==> config.mk <==
export PLATFORM = sky130hd
export DESIGN_NAME = msbf_ctrl
export DESIGN_NICKNAME = d
export VERILOG_FILES = /design/src/design/msbf_pkg.sv /design/src/design/msbf_ctrl.sv
export SDC_FILE = /design/constraint.sdc
export NUM_CORES = 1
export LEC_CHECK = 0
export BUFFER_PORTS_ARGS = -buffer_cell sky130_fd_sc_hd__buf_2
export CORE_ASPECT_RATIO = 0.75
export CORE_UTILIZATION = 55
export DETAILED_ROUTE_END_ITERATION = 7
export GPL_TIMING_DRIVEN = 1
export HOLD_SLACK_MARGIN = 0.15
export PLACE_DENSITY = 0.87
export SLEW_MARGIN = 20
export SYNTH_ARGS = -nofsm -noshare
export SYNTH_HDL_FRONTEND = slang
export SYNTH_SLANG_ARGS = --single-unit
==> constraint.sdc <==
create_clock -name clk_i -period 2.15 [get_ports clk_i]
set_input_delay 0.215 -clock clk_i [delete_from_list [all_inputs] [get_ports clk_i]]
set_output_delay 0.215 -clock clk_i [all_outputs]
set_load 0.1 [all_outputs]
==> src/design/msbf_pkg.sv <==
// ----------------------------------------------------------------------------
// msbf_pkg
// Shared types and constants of the media segment boundary finder.
// ----------------------------------------------------------------------------
`default_nettype none

package msbf_pkg;

  // fixed field widths
  localparam int unsigned MsW   = 45;
  localparam int unsigned TimeW = 64;
  localparam int unsigned CntW  = 32;

  // opcodes of an input item
  localparam logic [1:0] OP_LOAD_RUN  = 2'd0;
  localparam logic [1:0] OP_LOAD_SYNC = 2'd1;
  localparam logic [1:0] OP_COMPUTE   = 2'd2;

  // configuration register indexes
  localparam logic [1:0] REG_START_MS = 2'd0;
  localparam logic [1:0] REG_SEG_SECS = 2'd1;
  localparam logic [1:0] REG_TIMESCALE = 2'd2;
  localparam logic [1:0] REG_MIN_TAIL = 2'd3;

  localparam logic [TimeW-1:0] MS_PER_S = 64'd1000;
  localparam logic [TimeW-1:0] ALL64    = {TimeW{1'b1}};
  localparam logic [MsW-1:0]   MAX45    = {MsW{1'b1}};

  // controller states
  typedef enum logic [4:0] {
    ST_IDLE,
    ST_RUN_CHK,
    ST_RUN_MUL,
    ST_SY_RD,
    ST_SY_CHK,
    ST_SY_MULW,
    ST_SY_STORE,
    ST_CP_DUR,
    ST_CP_DURW,
    ST_CP_TGTM,
    ST_CP_TGTD,
    ST_SS_RD,
    ST_SS_CHK,
    ST_G_RD,
    ST_G_CHK,
    ST_G_DIVW,
    ST_G_MULW,
    ST_S_END,
    ST_NB_DIV,
    ST_NB_MULW,
    ST_TAIL,
    ST_MS_MUL,
    ST_MS_MULW,
    ST_MS_DIVW,
    ST_FIN
  } state_e;

  // datapath actions
  typedef enum logic [4:0] {
    A_NONE,
    A_ACCEPT,
    A_RUN_WRITE,
    A_RUN_DROP,
    A_RUN_ADD,
    A_SY_NEXT,
    A_SY_MUL,
    A_SY_SUM,
    A_SY_WRITE,
    A_SY_DROP,
    A_DUR_MUL,
    A_DUR_SET,
    A_TGT_DIV,
    A_TGT_SET,
    A_SS_CHK,
    A_G_PREV,
    A_G_DIV,
    A_G_BASE,
    A_G_MUL,
    A_G_SUM,
    A_G_END_TOT,
    A_SRCH_FIRST,
    A_NB_MUL,
    A_NB_SET,
    A_SRCH_SECOND,
    A_TAIL,
    A_MS_MUL,
    A_MS_DIV,
    A_MS_SET,
    A_FIN
  } act_e;

  typedef struct packed {
    act_e act;
    logic in_ready;
  } cmd_t;

  typedef struct packed {
    logic       in_valid;
    logic [1:0] in_op;
    logic       samp_zero;
    logic       run_full;
    logic       sync_full;
    logic       idx_at_rh;
    logic       idx_at_sh;
    logic       idx_zero;
    logic       end_ge_ss;
    logic       grid_skip;
    logic       grid_hit;
    logic       t_gt_st;
    logic       found;
    logic       use_sync;
    logic       ph;
    logic       mul_done;
    logic       div_done;
    logic       out_busy;
  } status_t;

endpackage

`default_nettype wire

==> src/design/msbf_ctrl.sv <==
// ----------------------------------------------------------------------------
// msbf_ctrl
// Controller: sequences loads, table walks and the boundary computation.
// ----------------------------------------------------------------------------
`default_nettype none

module msbf_ctrl (
  input  wire logic              clk_i,
  input  wire logic              rst_ni,
  input  wire msbf_pkg::status_t status_i,
  output msbf_pkg::cmd_t         cmd_o
);

  msbf_pkg::state_e state_q, state_d;

  always_ff @(posedge clk_i or negedge rst_ni) begin
    if (!rst_ni) begin
      state_q <= msbf_pkg::ST_IDLE;
    end else begin
      state_q <= state_d;
    end
  end

  // next state
  always_comb begin
    state_d = state_q;
    case (state_q)
      msbf_pkg::ST_IDLE: begin
        if (status_i.in_valid) begin
          case (status_i.in_op)
            msbf_pkg::OP_LOAD_RUN:  state_d = msbf_pkg::ST_RUN_CHK;
            msbf_pkg::OP_LOAD_SYNC: state_d = msbf_pkg::ST_SY_RD;
            msbf_pkg::OP_COMPUTE:   state_d = msbf_pkg::ST_CP_DUR;
            default:                state_d = msbf_pkg::ST_IDLE;
          endcase
        end
      end
      msbf_pkg::ST_RUN_CHK: begin
        if (status_i.samp_zero || status_i.run_full) state_d = msbf_pkg::ST_IDLE;
        else state_d = msbf_pkg::ST_RUN_MUL;
      end
      msbf_pkg::ST_RUN_MUL: if (status_i.mul_done) state_d = msbf_pkg::ST_IDLE;
      msbf_pkg::ST_SY_RD: begin
        state_d = status_i.idx_at_rh ? msbf_pkg::ST_SY_STORE : msbf_pkg::ST_SY_CHK;
      end
      msbf_pkg::ST_SY_CHK: begin
        state_d = status_i.end_ge_ss ? msbf_pkg::ST_SY_MULW : msbf_pkg::ST_SY_RD;
      end
      msbf_pkg::ST_SY_MULW: if (status_i.mul_done) state_d = msbf_pkg::ST_SY_STORE;
      msbf_pkg::ST_SY_STORE: state_d = msbf_pkg::ST_IDLE;
      msbf_pkg::ST_CP_DUR:   state_d = msbf_pkg::ST_CP_DURW;
      msbf_pkg::ST_CP_DURW:  if (status_i.mul_done) state_d = msbf_pkg::ST_CP_TGTM;
      msbf_pkg::ST_CP_TGTM:  if (status_i.mul_done) state_d = msbf_pkg::ST_CP_TGTD;
      msbf_pkg::ST_CP_TGTD: begin
        if (status_i.div_done) begin
          if (!status_i.found) state_d = msbf_pkg::ST_FIN;
          else if (status_i.use_sync) state_d = msbf_pkg::ST_SS_RD;
          else state_d = msbf_pkg::ST_G_RD;
        end
      end
      msbf_pkg::ST_SS_RD: begin
        state_d = status_i.idx_at_sh ? msbf_pkg::ST_S_END : msbf_pkg::ST_SS_CHK;
      end
      msbf_pkg::ST_SS_CHK: state_d = msbf_pkg::ST_SS_RD;
      msbf_pkg::ST_G_RD:   state_d = msbf_pkg::ST_G_CHK;
      msbf_pkg::ST_G_CHK: begin
        if (status_i.idx_zero) state_d = msbf_pkg::ST_G_RD;
        else if (!status_i.grid_skip && status_i.grid_hit) begin
          state_d = status_i.t_gt_st ? msbf_pkg::ST_G_DIVW : msbf_pkg::ST_S_END;
        end else if (status_i.idx_at_rh) state_d = msbf_pkg::ST_S_END;
        else state_d = msbf_pkg::ST_G_RD;
      end
      msbf_pkg::ST_G_DIVW: if (status_i.div_done) state_d = msbf_pkg::ST_G_MULW;
      msbf_pkg::ST_G_MULW: if (status_i.mul_done) state_d = msbf_pkg::ST_S_END;
      msbf_pkg::ST_S_END: begin
        state_d = status_i.ph ? msbf_pkg::ST_TAIL : msbf_pkg::ST_NB_DIV;
      end
      msbf_pkg::ST_NB_DIV: if (status_i.div_done) state_d = msbf_pkg::ST_NB_MULW;
      msbf_pkg::ST_NB_MULW: begin
        if (status_i.mul_done) begin
          state_d = status_i.use_sync ? msbf_pkg::ST_SS_RD : msbf_pkg::ST_G_RD;
        end
      end
      msbf_pkg::ST_TAIL:    state_d = msbf_pkg::ST_MS_MUL;
      msbf_pkg::ST_MS_MUL:  state_d = msbf_pkg::ST_MS_MULW;
      msbf_pkg::ST_MS_MULW: if (status_i.mul_done) state_d = msbf_pkg::ST_MS_DIVW;
      msbf_pkg::ST_MS_DIVW: begin
        if (status_i.div_done) begin
          state_d = status_i.ph ? msbf_pkg::ST_FIN : msbf_pkg::ST_MS_MUL;
        end
      end
      msbf_pkg::ST_FIN: if (!status_i.out_busy) state_d = msbf_pkg::ST_IDLE;
      default: state_d = msbf_pkg::ST_IDLE;
    endcase
  end

  // datapath commands
  always_comb begin
    cmd_o.act      = msbf_pkg::A_NONE;
    cmd_o.in_ready = 1'b0;
    case (state_q)
      msbf_pkg::ST_IDLE: begin
        cmd_o.in_ready = 1'b1;
        if (status_i.in_valid) cmd_o.act = msbf_pkg::A_ACCEPT;
      end
      msbf_pkg::ST_RUN_CHK: begin
        if (status_i.samp_zero) cmd_o.act = msbf_pkg::A_NONE;
        else if (status_i.run_full) cmd_o.act = msbf_pkg::A_RUN_DROP;
        else cmd_o.act = msbf_pkg::A_RUN_WRITE;
      end
      msbf_pkg::ST_RUN_MUL: if (status_i.mul_done) cmd_o.act = msbf_pkg::A_RUN_ADD;
      msbf_pkg::ST_SY_CHK: begin
        cmd_o.act = status_i.end_ge_ss ? msbf_pkg::A_SY_MUL : msbf_pkg::A_SY_NEXT;
      end
      msbf_pkg::ST_SY_MULW: if (status_i.mul_done) cmd_o.act = msbf_pkg::A_SY_SUM;
      msbf_pkg::ST_SY_STORE: begin
        cmd_o.act = status_i.sync_full ? msbf_pkg::A_SY_DROP : msbf_pkg::A_SY_WRITE;
      end
      msbf_pkg::ST_CP_DUR:  cmd_o.act = msbf_pkg::A_DUR_MUL;
      msbf_pkg::ST_CP_DURW: if (status_i.mul_done) cmd_o.act = msbf_pkg::A_DUR_SET;
      msbf_pkg::ST_CP_TGTM: if (status_i.mul_done) cmd_o.act = msbf_pkg::A_TGT_DIV;
      msbf_pkg::ST_CP_TGTD: if (status_i.div_done) cmd_o.act = msbf_pkg::A_TGT_SET;
      msbf_pkg::ST_SS_CHK:  cmd_o.act = msbf_pkg::A_SS_CHK;
      msbf_pkg::ST_G_CHK: begin
        if (status_i.idx_zero) cmd_o.act = msbf_pkg::A_G_PREV;
        else if (!status_i.grid_skip && status_i.grid_hit) begin
          cmd_o.act = status_i.t_gt_st ? msbf_pkg::A_G_DIV : msbf_pkg::A_G_BASE;
        end else if (status_i.idx_at_rh) cmd_o.act = msbf_pkg::A_G_END_TOT;
        else cmd_o.act = msbf_pkg::A_G_PREV;
      end
      msbf_pkg::ST_G_DIVW: if (status_i.div_done) cmd_o.act = msbf_pkg::A_G_MUL;
      msbf_pkg::ST_G_MULW: if (status_i.mul_done) cmd_o.act = msbf_pkg::A_G_SUM;
      msbf_pkg::ST_S_END: begin
        cmd_o.act = status_i.ph ? msbf_pkg::A_SRCH_SECOND : msbf_pkg::A_SRCH_FIRST;
      end
      msbf_pkg::ST_NB_DIV:  if (status_i.div_done) cmd_o.act = msbf_pkg::A_NB_MUL;
      msbf_pkg::ST_NB_MULW: if (status_i.mul_done) cmd_o.act = msbf_pkg::A_NB_SET;
      msbf_pkg::ST_TAIL:    cmd_o.act = msbf_pkg::A_TAIL;
      msbf_pkg::ST_MS_MUL:  cmd_o.act = msbf_pkg::A_MS_MUL;
      msbf_pkg::ST_MS_MULW: if (status_i.mul_done) cmd_o.act = msbf_pkg::A_MS_DIV;
      msbf_pkg::ST_MS_DIVW: if (status_i.div_done) cmd_o.act = msbf_pkg::A_MS_SET;
      msbf_pkg::ST_FIN:     if (!status_i.out_busy) cmd_o.act = msbf_pkg::A_FIN;
      default: cmd_o.act = msbf_pkg::A_NONE;
    endcase
  end

endmodule

`default_nettype wire

==> report_table.html, run 1 <==
<table>
<tr><th>Metric</th><th>Value</th></tr>
<tr><th colspan="2">Status</th></tr>
<tr><td>Result of the run</td><td>stopped before the end</td></tr>
<tr><td>Stage where the flow stopped</td><td>global routing</td></tr>
<tr><td>Halt Reason</td><td>[ERROR GRT-0232] Routing congestion too high. Check the congestion heatmap in the GUI.</td></tr>
<tr><th colspan="2">Synthesis</th></tr>
<tr><td>Count of flip-flops with a built-in enable after synthesis</td><td>0</td></tr>
<tr><td>Most used standard cells in the synthesized netlist</td><td>14 x sky130_fd_sc_hd__nand2_1, 11 x sky130_fd_sc_hd__o21ai_0, 10 x sky130_fd_sc_hd__a21oi_1, 9 x sky130_fd_sc_hd__nor2_1, 9 x sky130_fd_sc_hd__nor2b_1</td></tr>
<tr><td>Mean post-synth cell area</td><td>7.13 um^2</td></tr>
<tr><td>Predominant post-synthesis flop cell</td><td>sky130_fd_sc_hd__dfrtp_1</td></tr>
<tr><td>Top area cells in the synthesized netlist</td><td>sky130_fd_sc_hd__dfrtp_1 9.5%, sky130_fd_sc_hd__mux2i_1 4.6%, sky130_fd_sc_hd__nor2b_1 4.3%</td></tr>
<tr><td>Cell taking the most area after synthesis</td><td>sky130_fd_sc_hd__dfrtp_1</td></tr>
<tr><td>Warnings, synthesis</td><td>0</td></tr>
<tr><td>Number of storage elements in the synthesis netlist</td><td>5</td></tr>
<tr><td>Cell count after synthesis</td><td>184</td></tr>
<tr><td>Most instantiated library cell after synthesis</td><td>sky130_fd_sc_hd__nand2_1</td></tr>
<tr><td>Number of nets produced by synthesis</td><td>207</td></tr>
<tr><td>Portion of synthesized cell area occupied by the leading cell type</td><td>9.54%</td></tr>
<tr><td>Synth async-reset ratio</td><td>100%</td></tr>
<tr><td>Number of distinct standard cells referenced by the synthesized netlist</td><td>55</td></tr>
<tr><td>Netlist area before placement</td><td>1310 um^2</td></tr>
<tr><td>Post-synthesis sequential area ratio</td><td>9.54%</td></tr>
<tr><th colspan="2">Clock network</th></tr>
<tr><td>H-Tree Depth</td><td>1</td></tr>
<tr><td>Cell at the root of the clock tree</td><td>sky130_fd_sc_hd__clkbuf_4</td></tr>
<tr><td>Clk sinks</td><td>5</td></tr>
<tr><td>Clk buf depth</td><td>2</td></tr>
<tr><td>Total CTS buffers</td><td>3</td></tr>
<tr><th colspan="2">GRT</th></tr>
<tr><td>Remaining Overflow, GRT</td><td>8</td></tr>
<tr><td>Total global routing track utilization</td><td>66.1%</td></tr>
<tr><td>Maximum number of pins on one net before global-route repair</td><td>25</td></tr>
<tr><th colspan="2">Die</th></tr>
<tr><td># IOs</td><td>27</td></tr>
<tr><td>Chip height</td><td>44.3 um</td></tr>
<tr><td>Initial standard-cell utilization of the core</td><td>61.9%</td></tr>
<tr><td>Floorplan row count</td><td>14</td></tr>
<tr><td>Die width</td><td>58.4 um</td></tr>
<tr><th colspan="2">Placed design</th></tr>
<tr><td>Routability cong.</td><td>1.16</td></tr>
<tr><td>Port buffer count</td><td>26</td></tr>
<tr><td>Estimated wirelength of the detail-placed design</td><td>roughly 3.6 mm</td></tr>
<tr><th colspan="2">Timing</th></tr>
<tr><td>Worst EP kind</td><td>primary output</td></tr>
<tr><td>Final worst endpoint reported by repair_timing after global routing</td><td>cmd_o[4]</td></tr>
</table>
logic make-up after synthesis:
group / count (synthesis) / share of synthesized area (%)
AND/OR/NAND/NOR: 69 / 30.0
buffers and inverters: 27 / 11.6
flip-flops: 5 / 9.54
adder cells (fa/ha/maj): 2 / 1.91
AO/OA/AOI/OAI: 70 / 37.4
multiplexers: 10 / 8.87
XOR/XNOR: 1 / 0.668
per-stage QoR:
step | instances | hold WS, ns | cell area (um^2) | setup slack (ns)
global placement | 246 | 0.0280 | 1680 | 0.0949
floorplan | 184 | -0.0806 | 1390 | -0.592
CTS | 259 | 0.291 | 1810 | -0.0398
detailed placement | 246 | 0.0297 | 1680 | 0.0526
repair_timing:
item | CTS
pin swaps | 1
endpoints found under the hold margin | 5
buffers inserted | 8
gates resized for setup | 15
hold buffers | 1
endpoints found under the setup margin | 5
metal layers:
metal  overflow  GRT usage [%]
met2          3           85.1
met1          1           69.7
met5          0              0
met4          4           63.8
met3          0           47.1
==> run 2: changes to the inputs <==
- CORE_AREA: not set -> 2 2 63 65
- CORE_ASPECT_RATIO: 0.75 -> not set
- CORE_UTILIZATION: 55 -> not set
- DIE_AREA: not set -> 0 0 65 67
- HOLD_SLACK_MARGIN: 0.15 -> not set
- PLACE_DENSITY: 0.87 -> not set
- PLACE_DENSITY_LB_ADDON: not set -> 0.15
==> run 2 against run 1 <==
Compared with the run above: the flow now finishes, with violations (negative setup slack); synthesized cell count stayed put; synthesized area stayed put.
==> report_table.html, run 2 <==
<table>
<tr><th>Metric</th><th>Value</th></tr>
<tr><th colspan="2">Routing</th></tr>
<tr><td>Wire length per cell</td><td>17.6 um</td></tr>
<tr><td>Via count</td><td>1692</td></tr>
<tr><td>DR pass1 iterations</td><td>4</td></tr>
<tr><td>Number of DRC violations after detailed-routing iteration 0</td><td>130</td></tr>
<tr><td>Remaining DRCs</td><td>0</td></tr>
<tr><td>Total routed wirelength</td><td>roughly 4.8 mm</td></tr>
<tr><td>Antenna-violating nets left</td><td>0</td></tr>
<tr><td>Vias per inst</td><td>roughly 6.2</td></tr>
<tr><th colspan="2">Clock network</th></tr>
<tr><td>Clk buf depth</td><td>2 (unchanged)</td></tr>
<tr><td>Later-pin clock latency in the skew report</td><td>0.22 ns</td></tr>
<tr><td>Total CTS buffers</td><td>3 (unchanged)</td></tr>
<tr><td>Clk sinks</td><td>5 (unchanged)</td></tr>
<tr><td>Cell at the root of the clock tree</td><td>sky130_fd_sc_hd__clkbuf_8</td></tr>
<tr><td>H-Tree Depth</td><td>1 (unchanged)</td></tr>
<tr><td>Clock tree from TritonCTS</td><td>yes</td></tr>
<tr><td>Clock-pin slew on the worst setup and hold paths</td><td>0.04 ns</td></tr>
<tr><th colspan="2">Placed design</th></tr>
<tr><td>Estimated wirelength of the detail-placed design</td><td>3.58 mm (-1.8%)</td></tr>
<tr><td>Cells after DPL</td><td>263 (+6.9%)</td></tr>
<tr><td>Port buffer count</td><td>26 (unchanged)</td></tr>
<tr><td>Placement-stage cell area</td><td>1690 um^2 (+0.90%)</td></tr>
<tr><td>Routability cong.</td><td>0.915 (-21%)</td></tr>
<tr><th colspan="2">Synthesis</th></tr>
<tr><td>Most instantiated library cell after synthesis</td><td>sky130_fd_sc_hd__nand2_1</td></tr>
<tr><td>Number of storage elements in the synthesis netlist</td><td>5 (unchanged)</td></tr>
<tr><td>Top area cells in the synthesized netlist</td><td>sky130_fd_sc_hd__dfrtp_1 9.5%, sky130_fd_sc_hd__mux2i_1 4.6%, sky130_fd_sc_hd__nor2b_1 4.3%</td></tr>
<tr><td>Most used standard cells in the synthesized netlist</td><td>14 x sky130_fd_sc_hd__nand2_1, 11 x sky130_fd_sc_hd__o21ai_0, 10 x sky130_fd_sc_hd__a21oi_1, 9 x sky130_fd_sc_hd__nor2_1, 9 x sky130_fd_sc_hd__nor2b_1</td></tr>
<tr><td>Complex-gate fraction of the synthesized area</td><td>37.4% (unchanged)</td></tr>
<tr><td>Portion of synthesized cell area occupied by the leading cell type</td><td>9.54% (unchanged)</td></tr>
<tr><td>Count of flip-flops with a built-in enable after synthesis</td><td>0 (unchanged)</td></tr>
<tr><td>Warnings, synthesis</td><td>0 (unchanged)</td></tr>
<tr><td>Predominant post-synthesis flop cell</td><td>sky130_fd_sc_hd__dfrtp_1</td></tr>
<tr><td>Netlist area before placement</td><td>1310 um^2 (unchanged)</td></tr>
<tr><td>Cell taking the most area after synthesis</td><td>sky130_fd_sc_hd__dfrtp_1</td></tr>
<tr><td>Post-synthesis sequential area ratio</td><td>9.54% (unchanged)</td></tr>
<tr><td>Number of distinct standard cells referenced by the synthesized netlist</td><td>55 (unchanged)</td></tr>
<tr><td>Post-synthesis share of cell area spent on and, or, nand and nor gates</td><td>30.0% (unchanged)</td></tr>
<tr><td>Share of the synthesized netlist area taken by xor and xnor gates</td><td>0.668% (unchanged)</td></tr>
<tr><td>Dominant combinational cell family by area after synthesis</td><td>compound AO/OA/AOI/OAI gates</td></tr>
<tr><td>Adder and majority gate portion of the synthesized area</td><td>1.91% (unchanged)</td></tr>
<tr><td>Number of nets produced by synthesis</td><td>207 (unchanged)</td></tr>
<tr><td>Synth async-reset ratio</td><td>100% (unchanged)</td></tr>
<tr><td>Multiplexer share of the synthesized area</td><td>8.87% (unchanged)</td></tr>
<tr><td>Mean post-synth cell area</td><td>7.13 um^2 (unchanged)</td></tr>
<tr><td>Cell count after synthesis</td><td>184 (unchanged)</td></tr>
<tr><th colspan="2">Final layout</th></tr>
<tr><td>Fraction of final layout cells sized beyond drive strength 1</td><td>40.9%</td></tr>
<tr><td>Total non-filler cell area in the finished layout</td><td>1880 um^2</td></tr>
<tr><td>Regs by FF count</td><td>state_q x5</td></tr>
<tr><td>Antenna cell count</td><td>0</td></tr>
<tr><td>Number of flip-flops in the largest register</td><td>5</td></tr>
<tr><td>Most frequent cells in the layout</td><td>23 x sky130_fd_sc_hd__buf_4, 20 x sky130_fd_sc_hd__buf_2, 13 x sky130_fd_sc_hd__nand2_1</td></tr>
<tr><td>Largest register by flop count</td><td>state_q</td></tr>
<tr><td>Area delta synth-&gt;final</td><td>43.6%</td></tr>
<tr><td>Most common library cell in the layout ignoring fill and taps</td><td>sky130_fd_sc_hd__buf_4</td></tr>
<tr><td>Finished Layout Cells</td><td>273</td></tr>
<tr><td>Nets@finish</td><td>between 200 and 250</td></tr>
<tr><th colspan="2">Timing</th></tr>
<tr><td>Max Transition Viols Final</td><td>0</td></tr>
<tr><td>Final setup skew</td><td>0.00400 ns</td></tr>
<tr><td>Top achievable clock speed</td><td>460 MHz</td></tr>
<tr><td>Final period utilization</td><td>101%</td></tr>
<tr><td>Final setup margin</td><td>-0.0228 ns</td></tr>
<tr><td>Setup-failing EPs final</td><td>2</td></tr>
<tr><td>Hold violation total from the final report</td><td>0</td></tr>
<tr><td>Max-slew headroom at the worst pin</td><td>72.2%</td></tr>
<tr><td>Unrepaired setup endpoints after global routing</td><td>yes</td></tr>
<tr><td>Final min period</td><td>about 2.2 ns</td></tr>
<tr><td>Slew at the pin closest to its max-slew limit</td><td>0.416 ns</td></tr>
<tr><th colspan="2">Die</th></tr>
<tr><td>Initial standard-cell utilization of the core</td><td>36.4% (-26 points)</td></tr>
<tr><td>Chip height</td><td>67 um (+51%)</td></tr>
<tr><td>Die width</td><td>65 um (+11%)</td></tr>
<tr><td>Floorplan row count</td><td>22 (+8)</td></tr>
<tr><td>Total die area</td><td>4360 um^2</td></tr>
<tr><td>CORE AREA</td><td>3610 um^2</td></tr>
<tr><td># IOs</td><td>27 (unchanged)</td></tr>
<tr><th colspan="2">Worst setup path</th></tr>
<tr><td>Largest stage delay, worst path</td><td>0.50 ns</td></tr>
<tr><td>Type of element capturing the critical path</td><td>output port</td></tr>
<tr><td>WP data required</td><td>~1.9 ns</td></tr>
<tr><td>Critical path cell sequence</td><td>buf_4 -&gt; nor2b_2 -&gt; a32oi_1 -&gt; o22ai_1 -&gt; a21oi_1 -&gt; nand3_2 -&gt; buf_12</td></tr>
<tr><td>Minimum setup slack among reg-to-reg paths</td><td>~0.13 ns</td></tr>
<tr><td>Crit path kind</td><td>reg -&gt; out</td></tr>
<tr><td>Buffers and inverters on the worst path</td><td>2</td></tr>
<tr><td>Peak fanout along the critical path</td><td>9</td></tr>
<tr><td>Critical Path AT</td><td>1.96 ns</td></tr>
<tr><td>Family of cells with the greatest summed delay on the critical path</td><td>flip-flops</td></tr>
<tr><td>Startpoint kind of the worst setup timing path</td><td>flop</td></tr>
<tr><td>Slowest stage cell, crit path</td><td>sky130_fd_sc_hd__dfrtp_2</td></tr>
<tr><th colspan="2">Power</th></tr>
<tr><td>Sequential share of power</td><td>7.0%</td></tr>
<tr><td>Power density normalized to cell area</td><td>approximately 1900 nW/um^2</td></tr>
<tr><td>Relative contribution of combinational cells to total power</td><td>between 80% and 90%</td></tr>
<tr><td>Clock Power Share</td><td>4.7%</td></tr>
<tr><td>Leakage power of the design</td><td>slightly above 0.8 nW</td></tr>
<tr><td>Fraction of power spent switching nets</td><td>54.6%</td></tr>
<tr><td>Switching power total</td><td>2.00 mW</td></tr>
<tr><td>Cell Int Power</td><td>1.66 mW</td></tr>
<tr><td>Worst IR Drop VDD</td><td>1.81 mV</td></tr>
<tr><th colspan="2">GRT</th></tr>
<tr><td>Total global routing track utilization</td><td>approximately 22%</td></tr>
<tr><td>Maximum number of pins on one net before global-route repair</td><td>19</td></tr>
<tr><td>Number of global-route vias before repair</td><td>around 1600</td></tr>
<tr><td>First-pass GRT wire length</td><td>about 7.6 mm</td></tr>
<tr><td>Initial antenna violation count</td><td>0</td></tr>
<tr><td>Remaining Overflow, GRT</td><td>0</td></tr>
<tr><th colspan="2">Job</th></tr>
<tr><td>Max-cap check violation count</td><td>0</td></tr>
<tr><th colspan="2">Status</th></tr>
<tr><td>Failing checks</td><td>negative setup slack</td></tr>
<tr><td>Result of the run</td><td>complete, but fails checks</td></tr>
<tr><th colspan="2">Min path</th></tr>
<tr><td>Tightest Hold Check Type</td><td>in -&gt; async</td></tr>
</table>
==> run 2: cell counts after synthesis <==
Identical to the previous run, type by type.
==> run 2: final timing paths <==
| kind | startpoint | to | cells past startpoint |
|---|---|---|---|
| max | state_q[1] | cmd_o[2] | 7 |
| min | rst_ni | state_q[0] | 2 |
| max reg2reg | state_q[0] | state_q[2] | 6 |
| min reg2reg | state_q[2] | state_q[3] | 4 |
| max in group asynchronous | rst_ni | state_q[3] | 2 |
| min in group clk_i | status_i[4] | state_q[1] | 4 |
==> run 2: kinds of logic (layout without fill, tap and decap cells) <==
family,Yosys count,count (layout)
multiplexers,10,10
XOR/XNOR,1,1
AND/OR/NAND/NOR,69,69
buffers and inverters,27,68
AO/OA/AOI/OAI,70,70
adder cells (fa/ha/maj),2,2
flip-flops,5,5
==> run 2: area by class of cell <==
class                           instances  area (um^2)
Clock buffer                            4         45.0
Tap cell                               48         60.1
Inverter                                7         26.3
Sequential cell                         5          131
Fill cell                             346         1720
Multi-Input combinational cell        152         1130
Timing Repair Buffer                   57          489
==> run 2: routing by layer <==
layer  part of all wire, %  routed length [um]  vias up  global-route usage, %
li1                      -                   -      797                      -
met1                    40                1930      783                   28.5
met2                    47                2270       98                   37.4
met3                   9.7                 465       14                   4.05
met4                   2.8                 132        0                   7.98
met5                     0                   0        -                      0
==> run 2: timing repair <==
action,4_1_cts,5_1_grt
hold endpoints to repair,5,0
endpoints found under the setup margin,5,5
buffers inserted,0,5
resized for setup,10,22
hold buffers,1,0
pin swaps,1,7
==> run 2: per-stage QoR <==
step	power, mW	setup WS, ns	utilization (%)	hold WS (ns)	setup TNS [ns]
floorplan	2.42	-0.592	-	-0.0806	-1.16
global placement	3.24	0.103	46.9	0.0305	0
detailed placement	3.23	0.112	46.9	0.0354	0
CTS	3.47	-0.0128	49.4	0.341	-0.0224
global route	3.85	-0.0706	52.2	0.358	-0.228
finish	3.67	-0.0228	52.2	0.340	-0.0274
==> run 2: power groups by stage <==
stage | registers (mW) | logic (mW) | clock network, mW
6_report | 0.256 | 3.24 | 0.171
5_1_grt | 0.254 | 3.41 | 0.186
4_1_cts | 0.240 | 3.06 | 0.172
3_5_place_dp | 0.231 | 3.00 | 0
3_3_place_gp | 0.232 | 3.01 | 0
2_1_floorplan | 0.185 | 2.23 | 0
No activity file was read; power rests on OpenSTA's default activity.
==> run 3: changes to the inputs <==
- CELL_PAD_IN_SITES_DETAIL_PLACEMENT: not set -> 1
- CELL_PAD_IN_SITES_GLOBAL_PLACEMENT: not set -> 1
- SKIP_CTS_REPAIR_TIMING: not set -> 1
==> run 3 against run 2 <==
Compared with the run above: the flow still finishes with violations (negative setup slack); count of clock-buffer cells in the layout is 1 lower; total power is 6.9% higher; design area is 3.4% higher; first-iteration DRC count is 16% lower; global-route usage is 3.8 points higher; register-to-register slack worse by 0.02 ns.
==> report_table.html, run 3 (synthesis results as in run 2) <==
<table>
<tr><th>Metric</th><th>Value</th></tr>
<tr><th colspan="2">Worst setup path</th></tr>
<tr><td>Type of element capturing the critical path</td><td>output port</td></tr>
<tr><td>WP data required</td><td>1.93 ns (about the same)</td></tr>
<tr><td>Buffers and inverters on the worst path</td><td>3 (+1)</td></tr>
<tr><td>Largest stage delay, worst path</td><td>0.40 ns (-0.10 ns)</td></tr>
<tr><td>Slowest stage cell, crit path</td><td>sky130_fd_sc_hd__dfrtp_2</td></tr>
<tr><td>Startpoint kind of the worst setup timing path</td><td>flop</td></tr>
<tr><td>Peak fanout along the critical path</td><td>6 (-3)</td></tr>
<tr><td>Critical path cell sequence</td><td>buf_4 -&gt; buf_4 -&gt; nand2_4 -&gt; mux2i_1 -&gt; a32oi_1 -&gt; a2bb2oi_1 -&gt; o211ai_1 -&gt; buf_12</td></tr>
<tr><td>Family of cells with the greatest summed delay on the critical path</td><td>compound AO/OA/AOI/OAI gates</td></tr>
<tr><td>Critical Path AT</td><td>2.02 ns (+0.06 ns)</td></tr>
<tr><td>Cell seen most often among critical-path stages</td><td>sky130_fd_sc_hd__buf_4</td></tr>
<tr><td>Crit path kind</td><td>reg -&gt; out</td></tr>
<tr><th colspan="2">Power</th></tr>
<tr><td>Power density normalized to cell area</td><td>2010 nW/um^2 (+3.4%)</td></tr>
<tr><td>Worst IR Drop VDD</td><td>1.05 mV (-42%)</td></tr>
<tr><td>Total design power</td><td>3.92 mW (+6.9%)</td></tr>
<tr><td>Leakage power of the design</td><td>0.858 nW (+6.7%)</td></tr>
<tr><th colspan="2">Die</th></tr>
<tr><td>Total die area</td><td>4360 um^2 (unchanged)</td></tr>
<tr><td># IOs</td><td>27 (unchanged)</td></tr>
<tr><td>Initial standard-cell utilization of the core</td><td>36.4% (unchanged)</td></tr>
<tr><td>Floorplan row count</td><td>22 (unchanged)</td></tr>
<tr><td>CORE AREA</td><td>3610 um^2 (unchanged)</td></tr>
<tr><td>Chip height</td><td>67 um (unchanged)</td></tr>
<tr><td>Die width</td><td>65 um (unchanged)</td></tr>
<tr><th colspan="2">Routing</th></tr>
<tr><td>Remaining DRCs</td><td>0 (unchanged)</td></tr>
<tr><td>Total routed wirelength</td><td>5.89 mm (+23%)</td></tr>
<tr><td>Wire length per cell</td><td>21.0 um (+20%)</td></tr>
<tr><td>DR pass1 iterations</td><td>4 (unchanged)</td></tr>
<tr><td>Via count</td><td>1735 (+2.5%)</td></tr>
<tr><td>Number of DRC violations after detailed-routing iteration 0</td><td>109 (-16%)</td></tr>
<tr><td>Vias per inst</td><td>6.20 (about the same)</td></tr>
<tr><td>Antenna-violating nets left</td><td>0 (unchanged)</td></tr>
<tr><th colspan="2">Clock network</th></tr>
<tr><td>H-Tree Depth</td><td>1 (unchanged)</td></tr>
<tr><td>Clk buf depth</td><td>2 (unchanged)</td></tr>
<tr><td>Later-pin clock latency in the skew report</td><td>0.22 ns (about the same)</td></tr>
<tr><td>Clock-pin slew on the worst setup and hold paths</td><td>0.04 ns (about the same)</td></tr>
<tr><td>Cell at the root of the clock tree</td><td>sky130_fd_sc_hd__clkbuf_8</td></tr>
<tr><td>Total CTS buffers</td><td>3 (unchanged)</td></tr>
<tr><td>Clk sinks</td><td>5 (unchanged)</td></tr>
<tr><td>Clock tree from TritonCTS</td><td>yes</td></tr>
<tr><th colspan="2">Placed design</th></tr>
<tr><td>Cells after DPL</td><td>267 (+1.5%)</td></tr>
<tr><td>Estimated wirelength of the detail-placed design</td><td>4.16 mm (+16%)</td></tr>
<tr><td>Port buffer count</td><td>26 (unchanged)</td></tr>
<tr><td>Routability cong.</td><td>0.946 (+3.4%)</td></tr>
<tr><th colspan="2">Final layout</th></tr>
<tr><td>Regs by FF count</td><td>state_q x5</td></tr>
<tr><td>Nets@finish</td><td>256 (+2.8%)</td></tr>
<tr><td>Finished Layout Cells</td><td>280 (+2.6%)</td></tr>
<tr><td>Most frequent cells in the layout</td><td>32 x sky130_fd_sc_hd__buf_4, 21 x sky130_fd_sc_hd__buf_2, 13 x sky130_fd_sc_hd__nand2_1</td></tr>
<tr><td>Antenna cell count</td><td>0 (unchanged)</td></tr>
<tr><td>Number of flip-flops in the largest register</td><td>5 (unchanged)</td></tr>
<tr><td>Fraction of final layout cells sized beyond drive strength 1</td><td>41.8% (+0.92 points)</td></tr>
<tr><td>Fill cells</td><td>448 (+29%)</td></tr>
<tr><td>Area delta synth-&gt;final</td><td>48.5%</td></tr>
<tr><td>Largest register by flop count</td><td>state_q</td></tr>
<tr><td>Most common library cell in the layout ignoring fill and taps</td><td>sky130_fd_sc_hd__buf_4</td></tr>
<tr><th colspan="2">Timing</th></tr>
<tr><td>Post-route worst hold slack</td><td>0.354 ns (+0.0140 ns)</td></tr>
<tr><td>Hold violation total from the final report</td><td>0 (unchanged)</td></tr>
<tr><td>Final period utilization</td><td>104% (+2.7 points)</td></tr>
<tr><td>Final min period</td><td>2.23 ns (+0.0578 ns)</td></tr>
<tr><td>Setup-failing EPs final</td><td>4 (+2)</td></tr>
<tr><td>Top achievable clock speed</td><td>448 MHz (-2.6%)</td></tr>
<tr><td>Max-slew headroom at the worst pin</td><td>76.6% (+4.3 points)</td></tr>
<tr><td>Max Transition Viols Final</td><td>0 (unchanged)</td></tr>
<tr><td>Unrepaired setup endpoints after global routing</td><td>yes</td></tr>
<tr><td>Final setup margin</td><td>-0.0805 ns (-0.0578 ns)</td></tr>
<tr><td>Slew at the pin closest to its max-slew limit</td><td>0.351 ns (-0.0649 ns)</td></tr>
<tr><td>Final setup skew</td><td>0.000888 ns (-0.00312 ns)</td></tr>
<tr><th colspan="2">Status</th></tr>
<tr><td>Failing checks</td><td>negative setup slack</td></tr>
<tr><td>Result of the run</td><td>complete, but fails checks</td></tr>
<tr><th colspan="2">GRT</th></tr>
<tr><td>Maximum number of pins on one net before global-route repair</td><td>31 (+12)</td></tr>
<tr><td>Total global routing track utilization</td><td>26.1% (+3.8 points)</td></tr>
<tr><td>Number of global-route vias before repair</td><td>1714 (+5.2%)</td></tr>
<tr><td>First-pass GRT wire length</td><td>8.63 mm (+13%)</td></tr>
<tr><td>Initial antenna violation count</td><td>0 (unchanged)</td></tr>
<tr><td>Remaining Overflow, GRT</td><td>0 (unchanged)</td></tr>
<tr><th colspan="2">Job</th></tr>
<tr><td>Max-cap check violation count</td><td>0 (unchanged)</td></tr>
<tr><th colspan="2">Min path</th></tr>
<tr><td>Tightest Hold Check Type</td><td>in -&gt; async</td></tr>
</table>
==> run 3: area by class of cell <==
type | instances | area [um^2] | share of cell area (%)
clock buffers | 3 | 41.3 | 2.12
well taps | 48 | 60.1 | 3.08
repair buffers | 64 | 566 | 29.0
flip-flops and latches | 5 | 130 | 6.68
multi-input cells | 152 | 1120 | 57.5
inverters | 7 | 26.3 | 1.35
clock inverters | 1 | 5.00 | 0.257
==> run 3: worst paths after layout <==
kind / start / endpoint / slack (ns) / cells past startpoint
setup / recovery: state_q[0] / cmd_o[4] / -0.08 / 8
hold / removal: rst_ni / state_q[0] / 0.35 / 2
setup reg to reg: state_q[4] / state_q[0] / 0.11 / 7
hold reg to reg: state_q[1] / state_q[4] / 0.84 / 3
max in group asynchronous: rst_ni / state_q[4] / 1.64 / 2
min in group clk_i: status_i[4] / state_q[1] / 0.45 / 4
==> run 3: layer usage <==
| metal | wire length (um) | track usage, % | vias to the layer above |
|---|---|---|---|
| met5 | 0 | 0 | - |
| met4 | 177 | 9.31 | 0 |
| met3 | 230 | 2.36 | 17 |
| met2 | 2910 | 46.0 | 58 |
| met1 | 2570 | 33.0 | 853 |
| li1 | - | - | 807 |
==> run 3: worst reg2reg max path, stage by stage (launching register included) <==
cell and delay, ns:
sky130_fd_sc_hd__dfrtp_2 0.47, sky130_fd_sc_hd__buf_4 0.19, sky130_fd_sc_hd__or3_4 0.34, sky130_fd_sc_hd__nor3_2 0.17
sky130_fd_sc_hd__a31oi_1 0.10, sky130_fd_sc_hd__and3_1 0.18, sky130_fd_sc_hd__buf_4 0.16, sky130_fd_sc_hd__mux2_4 0.31
==> run 3: power breakdown <==
part           switching, mW  internal, mW
Sequential            0.0605         0.149
Clock                 0.0527         0.125
Combinational           2.02          1.51
==> run 3: metrics by stage <==
step           instance area [um^2]  setup slack (ns)  setup TNS [ns]  utilization [%]
2_1_floorplan                  1390            -0.592           -1.16                -
3_3_place_gp                   1760             0.105               0             48.8
3_5_place_dp                   1760            0.0546               0             48.8
4_1_cts                        1800            -0.191          -0.789             50.0
5_1_grt                        1950            -0.149          -0.569             54.0
6_report                       1950           -0.0805          -0.223             54.0
